### src/hdl/ptg_pkg.sv
// Shared types and constants for the proximity tone generator.
package ptg_pkg;

  // Fixed field and state widths
  localparam int DAC_BITS = 10;
  localparam int DIST_W   = 16;
  localparam int HP_W     = 10;
  localparam int FREQ_W   = 12;

  // Tone law constants
  localparam int DAC_MAX          = (1 << DAC_BITS) - 1;
  localparam int FREQ_MIN         = 500;
  localparam int FREQ_MAX         = 4000;
  localparam int FREQ_SPAN        = 3500;
  localparam int HALF_US_NUM      = 500000;
  localparam int HALF_RESET       = 500;
  localparam int MAX_RANGE_CM_DEF = 100;

  // Item kinds
  localparam logic KIND_DIST = 1'b0;
  localparam logic KIND_TICK = 1'b1;

  typedef struct packed {
    logic              kind;
    logic [DIST_W-1:0] distance;
  } ptg_in_t;

  typedef struct packed {
    logic [DAC_BITS-1:0] dac_level;
    logic                level_changed;
  } ptg_out_t;

  // Divider operand selection
  typedef enum logic [1:0] {
    DSEL_AMP = 2'd0,
    DSEL_FRQ = 2'd1,
    DSEL_HP  = 2'd2
  } ptg_div_sel_t;

  // Controller to datapath commands
  typedef struct packed {
    logic         take_tick;
    logic         take_dist;
    logic         div_load;
    ptg_div_sel_t div_sel;
    logic         div_step;
    logic         store_amp;
    logic         store_freq;
    logic         store_half;
  } ptg_cmd_t;

  // Datapath to controller status
  typedef struct packed {
    logic out_free;
    logic dist_in_range;
    logic div_busy;
  } ptg_status_t;

endpackage

### src/hdl/ptg_datapath.sv
// Datapath: tone state, tick counter, reciprocal multiply, restoring divider and result register.
module ptg_datapath #(
  parameter int MAX_RANGE_CM = ptg_pkg::MAX_RANGE_CM_DEF
) (
  input  logic               clk,
  input  logic               rst_n,
  input  ptg_pkg::ptg_in_t   in_data,
  input  ptg_pkg::ptg_cmd_t  cmd,
  output ptg_pkg::ptg_status_t status,
  output logic               out_valid,
  input  logic               out_ready,
  output ptg_pkg::ptg_out_t  out_data
);
  import ptg_pkg::*;

  localparam int DW      = $clog2(MAX_RANGE_CM + 1);
  localparam int PROD_W  = $clog2(MAX_RANGE_CM * FREQ_SPAN + 1);
  localparam int DIV_W   = (PROD_W > 20) ? PROD_W : 20;
  localparam int CNT_W   = $clog2(DIV_W + 1);

  // Reciprocal of the range: exact floor division for any dividend below 2**DIV_W
  localparam int                RCP_L = $clog2(MAX_RANGE_CM);
  localparam int                RCP_S = DIV_W + RCP_L;
  localparam longint unsigned   RCP_M = ((64'd1 << RCP_S) + 64'(MAX_RANGE_CM) - 64'd1) /
                                        64'(MAX_RANGE_CM);
  localparam int                RCP_W = DIV_W + 1;
  localparam int                PRD_W = DIV_W + RCP_W;

  // Architectural tone state
  logic                tone_en_r;
  logic [DAC_BITS-1:0] amp_r;
  logic [HP_W-1:0]     half_r;
  logic [HP_W-1:0]     cnt_r;
  logic                phase_r;
  logic [DAC_BITS-1:0] level_r;

  // Set-up operands
  logic [DW-1:0]       dist_r;
  logic [FREQ_W-1:0]   freq_r;

  // Divider
  logic [DIV_W-1:0]    quo_r;
  logic [FREQ_W-1:0]   rem_r;
  logic [FREQ_W-1:0]   dvsr_r;
  logic [CNT_W-1:0]    dcnt_r;

  // Result register
  logic                out_valid_r;
  ptg_out_t            out_data_r;

  // Tick evaluation
  logic [HP_W:0]       cnt_inc;
  logic                match;
  logic                phase_nxt;
  logic [DAC_BITS-1:0] level_nxt;

  // Divider step
  logic [FREQ_W:0]     shifted;
  logic [FREQ_W:0]     diff;
  logic [DIV_W-1:0]    dividend;
  logic [FREQ_W-1:0]   divisor;

  // Reciprocal multiply
  logic [PRD_W-1:0]    rcp_prod;
  logic [PRD_W-1:0]    rcp_quo;

  // Evaluate one tick against the half period
  always_comb begin
    cnt_inc   = {1'b0, cnt_r} + (HP_W+1)'(1);
    match     = cnt_inc >= {1'b0, half_r};
    phase_nxt = tone_en_r ? ~phase_r : phase_r;
    level_nxt = (tone_en_r && phase_nxt) ? amp_r : '0;
  end

  // Select divider operands
  always_comb begin
    case (cmd.div_sel)
      DSEL_AMP: begin
        dividend = DIV_W'(dist_r) * DIV_W'(DAC_MAX);
        divisor  = FREQ_W'(MAX_RANGE_CM);
      end
      DSEL_FRQ: begin
        dividend = (DIV_W'(MAX_RANGE_CM) - DIV_W'(dist_r)) * DIV_W'(FREQ_SPAN);
        divisor  = FREQ_W'(MAX_RANGE_CM);
      end
      DSEL_HP: begin
        dividend = DIV_W'(HALF_US_NUM);
        divisor  = freq_r;
      end
      default: begin
        dividend = '0;
        divisor  = FREQ_W'(MAX_RANGE_CM);
      end
    endcase
  end

  // Divide the loaded operand by the range
  always_comb begin
    rcp_prod = PRD_W'(quo_r) * PRD_W'(RCP_M);
    rcp_quo  = rcp_prod >> RCP_S;
  end

  // Trial subtract of one restoring step
  always_comb begin
    shifted = {rem_r, quo_r[DIV_W-1]};
    diff    = shifted - {1'b0, dvsr_r};
  end

  // Update tone state
  always_ff @(posedge clk) begin
    if (!rst_n) begin
      tone_en_r <= 1'b0;
      amp_r     <= '0;
      half_r    <= HP_W'(HALF_RESET);
      cnt_r     <= '0;
      phase_r   <= 1'b0;
      level_r   <= '0;
    end else begin
      if (cmd.take_tick) begin
        if (match) begin
          cnt_r   <= '0;
          phase_r <= phase_nxt;
          level_r <= level_nxt;
        end else begin
          cnt_r <= cnt_inc[HP_W-1:0];
        end
      end
      if (cmd.take_dist) begin
        tone_en_r <= status.dist_in_range;
        if (!status.dist_in_range) begin
          amp_r <= '0;
        end
      end
      if (cmd.store_amp) begin
        amp_r <= DAC_BITS'(DAC_MAX) - rcp_quo[DAC_BITS-1:0];
      end
      if (cmd.store_half) begin
        half_r <= quo_r[HP_W-1:0];
      end
    end
  end

  // Capture set-up operands
  always_ff @(posedge clk) begin
    if (cmd.take_dist) begin
      dist_r <= in_data.distance[DW-1:0];
    end
    if (cmd.store_freq) begin
      freq_r <= FREQ_W'(FREQ_MIN) + rcp_quo[FREQ_W-1:0];
    end
  end

  // Run the divider one quotient bit per cycle; only the half period uses it
  always_ff @(posedge clk) begin
    if (!rst_n) begin
      dcnt_r <= '0;
    end else if (cmd.div_load) begin
      dcnt_r <= (cmd.div_sel == DSEL_HP) ? CNT_W'(DIV_W) : '0;
    end else if (cmd.div_step && dcnt_r != '0) begin
      dcnt_r <= dcnt_r - CNT_W'(1);
    end
  end

  always_ff @(posedge clk) begin
    if (cmd.div_load) begin
      quo_r  <= dividend;
      rem_r  <= '0;
      dvsr_r <= divisor;
    end else if (cmd.div_step && dcnt_r != '0) begin
      if (!diff[FREQ_W]) begin
        rem_r <= diff[FREQ_W-1:0];
        quo_r <= {quo_r[DIV_W-2:0], 1'b1};
      end else begin
        rem_r <= shifted[FREQ_W-1:0];
        quo_r <= {quo_r[DIV_W-2:0], 1'b0};
      end
    end
  end

  // Hold the result until taken
  always_ff @(posedge clk) begin
    if (!rst_n) begin
      out_valid_r <= 1'b0;
    end else if (cmd.take_tick || cmd.take_dist) begin
      out_valid_r <= 1'b1;
    end else if (out_ready) begin
      out_valid_r <= 1'b0;
    end
  end

  always_ff @(posedge clk) begin
    if (cmd.take_tick) begin
      out_data_r.dac_level     <= match ? level_nxt : level_r;
      out_data_r.level_changed <= match;
    end else if (cmd.take_dist) begin
      out_data_r.dac_level     <= level_r;
      out_data_r.level_changed <= 1'b0;
    end
  end

  // Report status to the controller
  always_comb begin
    status.out_free      = !out_valid_r || out_ready;
    status.dist_in_range = in_data.distance <= DIST_W'(MAX_RANGE_CM);
    status.div_busy      = dcnt_r != '0;
  end

  assign out_valid = out_valid_r;
  assign out_data  = out_data_r;

endmodule

### src/hdl/ptg_controller.sv
// Controller: accepts transactions and sequences the set-up steps.
module ptg_controller (
  input  logic                 clk,
  input  logic                 rst_n,
  input  logic                 in_valid,
  output logic                 in_ready,
  input  ptg_pkg::ptg_in_t     in_data,
  input  ptg_pkg::ptg_status_t status,
  output ptg_pkg::ptg_cmd_t    cmd
);
  import ptg_pkg::*;

  typedef enum logic [6:0] {
    ST_IDLE    = 7'b0000001,
    ST_AMP_LD  = 7'b0000010,
    ST_AMP_MUL = 7'b0000100,
    ST_FRQ_LD  = 7'b0001000,
    ST_FRQ_MUL = 7'b0010000,
    ST_HP_LD   = 7'b0100000,
    ST_HP_DIV  = 7'b1000000
  } ptg_state_t;

  ptg_state_t state_r;
  ptg_state_t state_nxt;
  logic       accept;

  assign in_ready = (state_r == ST_IDLE) && status.out_free;
  assign accept   = in_valid && in_ready;

  // Decode commands and next state
  always_comb begin
    cmd       = '0;
    state_nxt = state_r;
    case (state_r)
      ST_IDLE: begin
        if (accept) begin
          if (in_data.kind == KIND_TICK) begin
            cmd.take_tick = 1'b1;
          end else begin
            cmd.take_dist = 1'b1;
            if (status.dist_in_range) begin
              state_nxt = ST_AMP_LD;
            end
          end
        end
      end
      ST_AMP_LD: begin
        cmd.div_load = 1'b1;
        cmd.div_sel  = DSEL_AMP;
        state_nxt    = ST_AMP_MUL;
      end
      ST_AMP_MUL: begin
        cmd.store_amp = 1'b1;
        state_nxt     = ST_FRQ_LD;
      end
      ST_FRQ_LD: begin
        cmd.div_load = 1'b1;
        cmd.div_sel  = DSEL_FRQ;
        state_nxt    = ST_FRQ_MUL;
      end
      ST_FRQ_MUL: begin
        cmd.store_freq = 1'b1;
        state_nxt      = ST_HP_LD;
      end
      ST_HP_LD: begin
        cmd.div_load = 1'b1;
        cmd.div_sel  = DSEL_HP;
        state_nxt    = ST_HP_DIV;
      end
      ST_HP_DIV: begin
        if (status.div_busy) begin
          cmd.div_step = 1'b1;
        end else begin
          cmd.store_half = 1'b1;
          state_nxt      = ST_IDLE;
        end
      end
      default: begin
        state_nxt = ST_IDLE;
      end
    endcase
  end

  // Advance state
  always_ff @(posedge clk) begin
    if (!rst_n) begin
      state_r <= ST_IDLE;
    end else begin
      state_r <= state_nxt;
    end
  end

endmodule

### src/hdl/proximity_tone_generator.sv
// Top level of the proximity tone generator: controller plus datapath.
//
//   channel | dir | handshake           | payload
//   in_     | in  | in_valid / in_ready   | in_data  (kind, distance)
//   out_    | out | out_valid / out_ready | out_data (dac_level, level_changed)
//
// A tick is taken and its result is registered and shown the next cycle.
// A distance update posts its result the same way; an in-range distance then keeps
// the input closed until the set-up is done: two reciprocal multiplies give amplitude
// and frequency, then a restoring divider, one quotient bit per cycle, works out the
// half period. A waiting result holds the input only while out_ready is low. rst_n
// is synchronous: silent tone, half period 500.
module proximity_tone_generator #(
  parameter int MAX_RANGE_CM = ptg_pkg::MAX_RANGE_CM_DEF
) (
  input  logic              clk,
  input  logic              rst_n,
  input  logic              in_valid,
  output logic              in_ready,
  input  ptg_pkg::ptg_in_t  in_data,
  output logic              out_valid,
  input  logic              out_ready,
  output ptg_pkg::ptg_out_t out_data
);
  import ptg_pkg::*;

  ptg_cmd_t    cmd;
  ptg_status_t status;

  ptg_controller u_ctrl (
    .clk      (clk),
    .rst_n    (rst_n),
    .in_valid (in_valid),
    .in_ready (in_ready),
    .in_data  (in_data),
    .status   (status),
    .cmd      (cmd)
  );

  ptg_datapath #(
    .MAX_RANGE_CM (MAX_RANGE_CM)
  ) u_dp (
    .clk       (clk),
    .rst_n     (rst_n),
    .in_data   (in_data),
    .cmd       (cmd),
    .status    (status),
    .out_valid (out_valid),
    .out_ready (out_ready),
    .out_data  (out_data)
  );

endmodule
### config.mk
export PLATFORM = sky130hd
export DESIGN_NAME = proximity_tone_generator
export DESIGN_NICKNAME = d
export VERILOG_FILES = /design/src/hdl/ptg_pkg.sv /design/src/hdl/ptg_datapath.sv /design/src/hdl/ptg_controller.sv /design/src/hdl/proximity_tone_generator.sv
export SDC_FILE = /design/constraint.sdc
export NUM_CORES = 1
export LEC_CHECK = 0
export BUFFER_PORTS_ARGS = -buffer_cell sky130_fd_sc_hd__buf_2
export CAP_MARGIN = 20
export CELL_PAD_IN_SITES_DETAIL_PLACEMENT = 1
export CELL_PAD_IN_SITES_GLOBAL_PLACEMENT = 1
export CORE_ASPECT_RATIO = 0.8
export CORE_MARGIN = 2
export CORE_UTILIZATION = 40
export CTS_BUF_LIST = sky130_fd_sc_hd__clkbuf_8
export DETAILED_ROUTE_END_ITERATION = 10
export PLACE_DENSITY_LB_ADDON = 0.1
export RECOVER_POWER = 100
export SLEW_MARGIN = 20
export SYNTH_ARGS = -nofsm -noshare
export SYNTH_HDL_FRONTEND = slang
export SYNTH_HIERARCHICAL = 1
export SYNTH_SLANG_ARGS = --single-unit
### constraint.sdc
create_clock -name clk -period 9.1 [get_ports clk]
set_clock_uncertainty 0.1 [all_clocks]
set_input_delay 1.82 -clock clk [delete_from_list [all_inputs] [get_ports clk]]
set_output_delay 1.82 -clock clk [all_outputs]
set_load 0.1 [all_outputs]
* Word level (Yosys, flattened, before mapping) *
Cells that the tools add are included.

word-level totals
  input port bits = 21
  bits in registers = 129
  word-level logic and storage cells = 93

operators by class
  equality and inequality tests = 14
  reduce and logical (&&, ||, !) cells = 16
  $mul = 3
  mux-type cells = 35
  order comparisons = 2
  add/sub/neg operators = 6
  bitwise gates (word level) = 1

operators by type and width
  operator                                               count
  two-way mux 10 bit                                     6
  one-hot mux 20 bit (3 select lines)                    1
  one-hot mux 7 bit (7 select lines)                     1
  two-way mux 20 bit                                     2
  multiplier 20 x 20 -> 38 bit (second input constant)   1
  two-way mux 7 bit                                      4
  two-way mux 11 bit                                     2
  multiplier 20 x 10 -> 18 bit (second input constant)   1
  multiplier 7 x 10 -> 17 bit (second input constant)    1
  <= comparator 16 x 7 -> 1 bit (second input constant)  1
  two-way mux 5 bit                                      3
  subtractor 13 x 12 -> 13 bit                           1
  adder 9 x 12 -> 12 bit (first input constant)          1
  two-way mux 1 bit                                      12
  two-way mux 12 bit                                     1
  adder 10 x 1 -> 11 bit (second input constant)         1
  >= comparator 11 x 10 -> 1 bit                         1
  subtractor 10 bit (first input constant)               1
  one-hot mux 3 bit (3 select lines)                     1
  inequality test 2 bit (second input constant)          4
  nonzero test 2 bit                                     4
  subtractor 7 x 7 -> 8 bit (first input constant)       1
  equality test 7 x 1 -> 1 bit (second input constant)   1
  equality test 7 x 2 -> 1 bit (second input constant)   1
  other kinds (18)                                       24

* Depth between registers and ports, before layout *
Gate-level depths: netlist (run 1).

  word-level depth = 8
  gate-level depth with buffers = 24
  mapped depth without buffers = 24

* By module *
The synthesis (run 1) kept the hierarchy.

by module, submodules not included
  module          area each (µm²)  seq. area each (µm²)  cells an instance  times used
  ptg_datapath    16852.4          3062.9                1706               1
  ptg_controller  483.0            140.1                 52                 1

* Worst setup path before layout (run 1) *
Ideal clock, no wire load.

  kind = register to register
  start = register u_dp.quo_r[7]
  end = register u_dp.freq_r[10] (data pin)
  slack = 2.083 ns
  arrival time = 6.659 ns
  period minus slack after synthesis = 7.017 ns
  setup time = 0.258 ns
  data required time = 8.742 ns
  buffers on the path = 0
  stages on the path, launching flop included = 23
  path through = edfxtp_1 ha_1 inv_1 fa_1 fa_1 fa_1 inv_1 fa_1 fa_1 inv_1 fa_1 inv_1 ha_1 o21a_1 a221o_1 a211oi_4 a41oi_2 a31oi_1 xnor2_1 ha_1 nor4_1 a21bo_1 xnor2_1

on the way
  longest elaborated chain between the ends = 2

RTL lines
  what                          RTL line             text
  from (decl)                   ptg_datapath.sv:42   logic [DIV_W-1:0] quo_r;
  from (signal assigned)        ptg_datapath.sv:166  quo_r <= dividend;
  from (signal assigned)        ptg_datapath.sv:172  quo_r <= {quo_r[DIV_W-2:0], 1'b1};
  from (signal assigned)        ptg_datapath.sv:175  quo_r <= {quo_r[DIV_W-2:0], 1'b0};
  multiplier 20 x 20 -> 38 bit  ptg_datapath.sv:99   rcp_prod = PRD_W'(quo_r) * PRD_W'(RCP_M);
  adder 9 x 12 -> 12 bit        ptg_datapath.sv:149  freq_r <= FREQ_W'(FREQ_MIN) + rcp_quo[FREQ_W-1:0];
  to (signal assigned)          ptg_datapath.sv:149
  to (decl)                     ptg_datapath.sv:39   logic [FREQ_W-1:0] freq_r;

No other way between the ends.
A chain may end at the register's enable or synchronous reset.

* Worst setup path after layout (run 1) *
  start = register u_dp.quo_r[0]
  end = register u_dp.freq_r[10] (data pin)

Same word-level chain as after synthesis.

==> results of run 1 <==
-- cells in the final DEF, fill, tap and decap left out, drive strengths merged, types with 17 or more instances in the layout --
cell type,netlist,final
nand2,67,67
nor2b,22,22
ha,330,330
clkbuf,27,37
o21ai,62,62
a21o,20,20
a21oi,39,39
xnor2,52,52
nand4,17,17
inv,395,403
xor2,24,24
nor2,63,63
a21boi,27,27
and2,17,17
dfxtp,67,67
edfxtp,62,62
fa,198,198
buf,6,21
nor3,31,31
o211ai,20,20
nand3,29,29
-- Yosys cell counts, types with 7 or more instances --
master,instances
fa_1,198
o21a_1,15
a211oi_1,12
mux2i_1,12
nand4_1,16
and2_1,17
o211ai_1,20
nor3_1,30
and3_1,11
nand2b_1,11
o22ai_1,9
o2111ai_1,8
nor2_1,62
nor2b_1,22
a21o_1,20
dfxtp_1,67
a21boi_0,24
nand2_1,67
xor2_1,23
or3_1,7
a31oi_1,10
edfxtp_1,62
o21ai_0,60
inv_1,395
a21oi_1,39
clkbuf_1,26
nand3_1,28
xnor2_1,51
ha_1,330
-- worst min-delay path by stage --
stage	end	slack [ns]	startpoint	cells after the start
2_1_floorplan	u_dp/half_r[2]	0.36	u_dp/half_r[2]	2
3_5_place_dp	u_dp/phase_r	0.39	u_dp/phase_r	1
4_1_cts	u_dp/cnt_r[9]	0.40	u_dp/cnt_r[9]	2
5_1_grt	u_dp/level_r[5]	0.44	u_dp/level_r[5]	2
3_3_place_gp	u_dp/cnt_r[9]	0.38	u_dp/cnt_r[9]	2
6_report	u_dp/phase_r	0.40	u_dp/phase_r	1
-- area by class of cell --
cell class	instances	area share, %
inverter	395	8.03
tap	560	3.80
timing repair buffer	41	1.04
sequential	129	17.3
clock buffer	17	1.27
clock inverter	15	1.02
multi-input combinational	1201	67.5
-- flip-flops by register name (all words and copies together), names as in the netlist, 7 cells and up --
| register | cells |
|---|---|
| u_dp/quo_r | 20 |
| u_dp/cnt_r | 10 |
| u_dp/amp_r | 10 |
| u_dp/half_r | 10 |
| u_dp/out_data | 11 |
| u_ctrl/state_r | 7 |
| u_dp/level_r | 10 |
| u_dp/rem_r | 12 |
| u_dp/dist_r | 7 |
| u_dp/dvsr_r | 12 |
| u_dp/freq_r | 12 |
-- per-layer routing --
layer	vias up	routed length, microns	global-route usage (%)
met2	139	19500	33.2
li1	5926	-	-
met5	-	0	0
met4	0	554	4.04
met1	6080	23000	30.6
met3	25	1420	3.37
-- power breakdown --
part	leakage, nW	switching [W]	internal, W
Clock	0.205	0.000288	0.000234
Sequential	1.15	0.00000601	0.000609
Combinational	7.60	0.000744	0.000507
-- per-stage QoR --
stage | util, % | power [W] | hold WS, ns | instances
finish | 43.0 | 0.00239 | 0.404 | 2358
global route | 43.0 | 0.00261 | 0.442 | 2358
CTS | 43.2 | 0.00243 | 0.403 | 2358
detailed placement | 42.2 | 0.00190 | 0.385 | 2326
global placement | 42.2 | 0.00188 | 0.379 | 2326
floorplan | - | 0.00156 | 0.361 | 1758
-- logic make-up (layout without fill, tap and decap cells) --
| group | count (synthesis) | in the layout |
|---|---|---|
| mux | 12 | 12 |
| flops | 129 | 129 |
| xor+xnor | 76 | 76 |
| fa+ha+maj | 528 | 528 |
| compound gates | 274 | 274 |
| simple gates | 311 | 311 |
| buf+inv | 428 | 468 |
==> impl_metrics.json, run 1 <==
{
  "ys_types": 88,
  "core_sq_um": 43000,
  "multi_input_area_sq_um": 12500,
  "path_clk_slew_ns": 0.10,
  "hpwl_microns": 38000,
  "status": "finished with violations",
  "synth_cells": 1758,
  "cp_num_buf_inv": 6,
  "htree_levels": 4,
  "syn2layout_area_growth_pct": 6.50,
  "cts_made_buffers": 17,
  "synth.top_cell.area_share_pct": 23.8,
  "crit_cells": 24,
  "slew_headroom_pct": -82.5,
  "clk_path_buf_depth": 2,
  "drt-initial-drc-count": 430,
  "die_w_microns": 237,
  "crit_slowest_cell": "edfxtp_1",
  "ys_warn_count": 6,
  "grt_max_degree": 52,
  "required_ns": 9.22,
  "powerDensity_nw_per_um2": 129,
  "drc": 0,
  "setup_viol_count_final": 0,
  "hold_viol": 0,
  "initial_core_util_pct": 40.3,
  "ir_drop_mv": 0.0958,
  "reg2reg_slack_ns": 1.09,
  "synth_ff_type": "dfxtp_1",
  "min_period_ns": 8.01,
  "setup_tns_ns": 0,
  "grt_pass1_vias": 13300,
  "post_drt_wl_per_cell_microns": 18.9,
  "clock_latency_ns": 0.48,
  "r2r_start": "u_dp/quo_r[0]",
  "worstPathCellList": "inv_1 -> fa_1 -> inv_1 -> ha_1 -> inv_1 -> fa_1 -> fa_1 -> inv_1 -> fa_1 -> fa_1 -> inv_1 -> fa_1 -> inv_1 -> ha_1 -> a211o_1 -> a221o_1 -> a211oi_1 -> a41oi_1 -> a31oi_1 -> xnor2_1 -> ha_1 -> nor4_1 -> a21bo_1 -> xnor2_1",
  "row_count": 68,
  "leakage_nw": 8.95,
  "critical_path_class": "flip-flop to flip-flop",
  "maxSlewViolCount": 113,
  "synthMuxAreaShare_pct": 0.693,
  "worstRegToRegCells": 24,
  "crit_family": "adder cells",
  "dpl_cell_area_sq_um": 18100,
  "timing.fmax_mhz": 125,
  "fill_cells": 4881,
  "worst_slack_ns": 1.09,
  "cts_hold_buf": 0,
  "crit_arrival_ns": 8.13,
  "rsz0062_at_grt": "no",
  "synthArstFlopShare_pct": 0,
  "ys_ff_latch": 129,
  "vias_per_cell": 5.16,
  "tightest_slew_ns": 2.74,
  "period_share_pct": 88.0,
  "synthTopCellsByArea": "ha_1 (24%), fa_1 (23%), edfxtp_1 (11%)",
  "synth_top_family_by_area": "adder cells",
  "pin_count": 34,
  "syn_area_sq_um": 17300,
  "yosysTopAreaCell": "ha_1",
  "antennaDiodeCount": 0,
  "dieArea_sq_um": 45000,
  "nets": 2334,
  "endpoint": "u_dp/freq_r[10]",
  "hold_class": "flip-flop to flip-flop",
  "io_buffers": 33,
  "synth-compound-area-share_pct": 11.1,
  "syn_avg_cell_area_sq_um": 9.86,
  "synth-adder-area-share_pct": 46.7,
  "ant_nets": 0,
  "antenna_found_initial": 1,
  "yosys.area_share.xor_xnor_pct": 4.06,
  "dpl_worst_slack_ns": 1.44,
  "cpPeakStageDelay_ns": 0.65,
  "design_area_sq_um": 18500,
  "via_count": 12200,
  "violations": "max-capacitance violations, max-slew violations",
  "seqCellArea_sq_um": 3200,
  "synth_nets": 2307,
  "layout-drive-gt1-share_pct": 4.39,
  "worst-path-max-fanout": 8,
  "grt_pass1_wl_microns": 73700,
  "yosysSeqAreaShare_pct": 18.5,
  "worstSetupEndpointType": "flip-flop",
  "drt_wl_total_microns": 44500,
  "start_kind": "flip-flop",
  "crit_start": "u_dp/quo_r[0]",
  "ctsResizeCount": 0,
  "gp_congestion": 0.834,
  "maxCapViolations": 3,
  "track_usage_pct": 21.0,
  "dr.pass1.iters": 5,
  "yosys.area_share.simple_pct": 9.63,
  "synth_edf_count": 62,
  "numClockSinks": 129,
  "root_buffer": "clkbuf_8",
  "cts_tree": "done",
  "fp.dieH_microns": 190,
  "r2r_end": "u_dp/freq_r[10]",
  "grt_overflow": 0,
  "postCtsSetupBuffers": 0
}
No activity file was read; power rests on OpenSTA's default activity.
==> run 2: changes to the inputs <==
--- a/config.mk
+++ b/config.mk
@@ -9,7 +9,6 @@
 export CAP_MARGIN = 20
 export CELL_PAD_IN_SITES_DETAIL_PLACEMENT = 1
 export CELL_PAD_IN_SITES_GLOBAL_PLACEMENT = 1
-export CORE_ASPECT_RATIO = 0.8
 export CORE_MARGIN = 2
 export CORE_UTILIZATION = 40
 export CTS_BUF_LIST = sky130_fd_sc_hd__clkbuf_8
==> run 2 against run 1 <==
Against the previous run: the flow still finishes with violations (max-capacitance violations, max-slew violations); register-to-register slack got worse by 0.03 ns; first-iteration DRC count increased by 11%; cell area down 0.11%; clock power is 3% lower; core utilization is essentially flat; critical path depth fell by 2; sequential share of layout area about the same; largest cell class unchanged.
==> impl_metrics.json, run 2 (synthesis gave the netlist of run 1 again) <==
{
  "status": "finished with violations",
  "violations": "max-capacitance violations, max-slew violations",
  "drt_wl_total_microns": 44700,
  "worst-path-max-fanout": 10,
  "p_sw_share_pct": 43.5,
  "initial_core_util_pct": 40.4,
  "critical_path_class": "flip-flop to flip-flop",
  "intPower_w": 0.00135,
  "rsz0062_at_grt": "no",
  "clk_path_buf_depth": 2,
  "fp.dieH_microns": 212,
  "setup_tns_ns": 0,
  "crit_arrival_ns": 8.15,
  "utilization_pct": 43.0,
  "slew_headroom_pct": -77.8,
  "grt_pass1_vias": 13300,
  "io_buffers": 33,
  "antennaDiodeCount": 0,
  "crit_top_cell": "fa_1",
  "top_register": "u_dp/quo_r",
  "postCtsSetupBuffers": 0,
  "core_sq_um": 42900,
  "drc": 0,
  "via_count": 12100,
  "pwr-share-seq_pct": 25.8,
  "clock_latency_ns": 0.47,
  "nets": 2334,
  "gp_congestion": 0.819,
  "grt_max_degree": 52,
  "period_share_pct": 88.3,
  "tightest_slew_ns": 2.67,
  "powerDensity_nw_per_um2": 129,
  "hold_class": "flip-flop to flip-flop",
  "row_count": 76,
  "cts_made_buffers": 17,
  "final_cell_mix": "inv_1 (396), ha_1 (330), fa_1 (198)",
  "min_path_cells": 2,
  "ant_nets": 0,
  "post_drt_wl_per_cell_microns": 18.8,
  "setup_viol_count_final": 0,
  "layout-drive-gt1-share_pct": 4.28,
  "root_buffer": "clkbuf_8",
  "dieArea_sq_um": 45000,
  "worstSetupEndpointType": "flip-flop",
  "largest_reg_flops": 20,
  "maxCapViolations": 3,
  "cpPeakStageDelay_ns": 0.99,
  "fill_cells": 4865,
  "ir_drop_mv": 0.144,
  "htree_levels": 4,
  "cts_hold_buf": 0,
  "hold_viol": 0,
  "dr.pass1.iters": 5,
  "grt_pass1_wl_microns": 73000,
  "pin_count": 34,
  "numClockSinks": 129,
  "crit_slowest_cell": "o311ai_0",
  "syn2layout_area_growth_pct": 6.39,
  "min_period_ns": 8.03,
  "cts_tree": "done",
  "hpwl_microns": 37800,
  "worstRegToRegCells": 22,
  "die_w_microns": 212,
  "ctsResizeCount": 0,
  "timing.fmax_mhz": 124,
  "vias_per_cell": 5.09,
  "antenna_found_initial": 0,
  "grt_overflow": 0,
  "maxSlewViolCount": 113,
  "pwr-share-comb_pct": 53.1,
  "path_clk_slew_ns": 0.09,
  "drt-initial-drc-count": 479,
  "worstPathCellList": "ha_1 -> fa_1 -> inv_1 -> fa_1 -> inv_1 -> fa_1 -> fa_1 -> fa_1 -> inv_1 -> fa_1 -> inv_1 -> ha_1 -> a21oi_1 -> o21ai_0 -> or2b_2 -> o211a_1 -> o21a_1 -> o311ai_0 -> or3b_2 -> a22o_1 -> nand2_1 -> xnor2_1",
  "required_ns": 9.22,
  "p_sw_w": 0.00104,
  "final_common_cell": "inv_1",
  "start_kind": "flip-flop",
  "track_usage_pct": 21.2,
  "leakage_nw": 8.93,
  "clockPowerShare_pct": 21.1
}
==> run 2: cell types whose count changed in the layout (fill, tap and decap cells not counted), moves of 2 or more <==
cell      change
inv_8         -2
clkinv_8      -4
clkinv_4      +2
clkinv_2      +2
==> run 2: worst max-delay path: cells and delay by family (launching register included) <==
kind | cells | cell delay (ns)
buffers and inverters | 4 | 0.20
AND/OR/NAND/NOR | 3 | 0.95
adder cells (fa/ha/maj) | 8 | 3.75
XOR/XNOR | 1 | 0.07
AO/OA/AOI/OAI | 6 | 1.91
flip-flops | 1 | 0.79
==> run 2: power groups by stage <==
stage                     Sequential [W]  Clock [W]  Combinational [W]
after floorplan                 0.000654          0           0.000902
after detailed placement        0.000628          0            0.00129
after global routing            0.000616   0.000543            0.00144
after CTS                       0.000615   0.000526            0.00130
final                           0.000615   0.000504            0.00127
after global placement          0.000629          0            0.00126
==> run 2: stage by stage <==
stage	power (W)	area [sq um]	setup WS, ns	hold slack [ns]	instances
floorplan	0.00156	17300	2.08	0.361	1758
global placement	0.00189	18200	1.52	0.379	2351
detailed placement	0.00191	18200	1.43	0.386	2351
CTS	0.00244	18500	1.42	0.408	2383
global route	0.00260	18400	0.587	0.428	2383
finish	0.00239	18400	1.07	0.407	2383
==> run 2: path summary, 6_finish.rpt <==
check | from | end | slack (ns)
hold reg to reg | u_dp/half_r[2] | u_dp/half_r[2] | 0.41
setup reg to reg | u_dp/quo_r[11] | u_dp/freq_r[11] | 1.07
setup / recovery | u_dp/quo_r[11] | u_dp/freq_r[11] | 1.07
hold / removal | u_dp/half_r[2] | u_dp/half_r[2] | 0.41
==> run 2: cell type report <==
type	count	area, sq um	area share, %
clock inverters	14	130	0.706
flip-flops and latches	129	3200	17.4
inverters	395	1480	8.04
multi-input cells	1201	12500	67.5
repair buffers	41	193	1.04
clock buffers	18	248	1.34
well taps	585	732	3.97
==> run 2: layer usage <==
| layer | vias up | wire length [microns] | track usage [%] |
|---|---|---|---|
| met5 | - | 0 | 0 |
| met3 | 41 | 689 | 2.26 |
| li1 | 5913 | - | - |
| met1 | 6066 | 22100 | 29.4 |
| met2 | 107 | 20900 | 35.2 |
| met4 | 0 | 1050 | 5.95 |
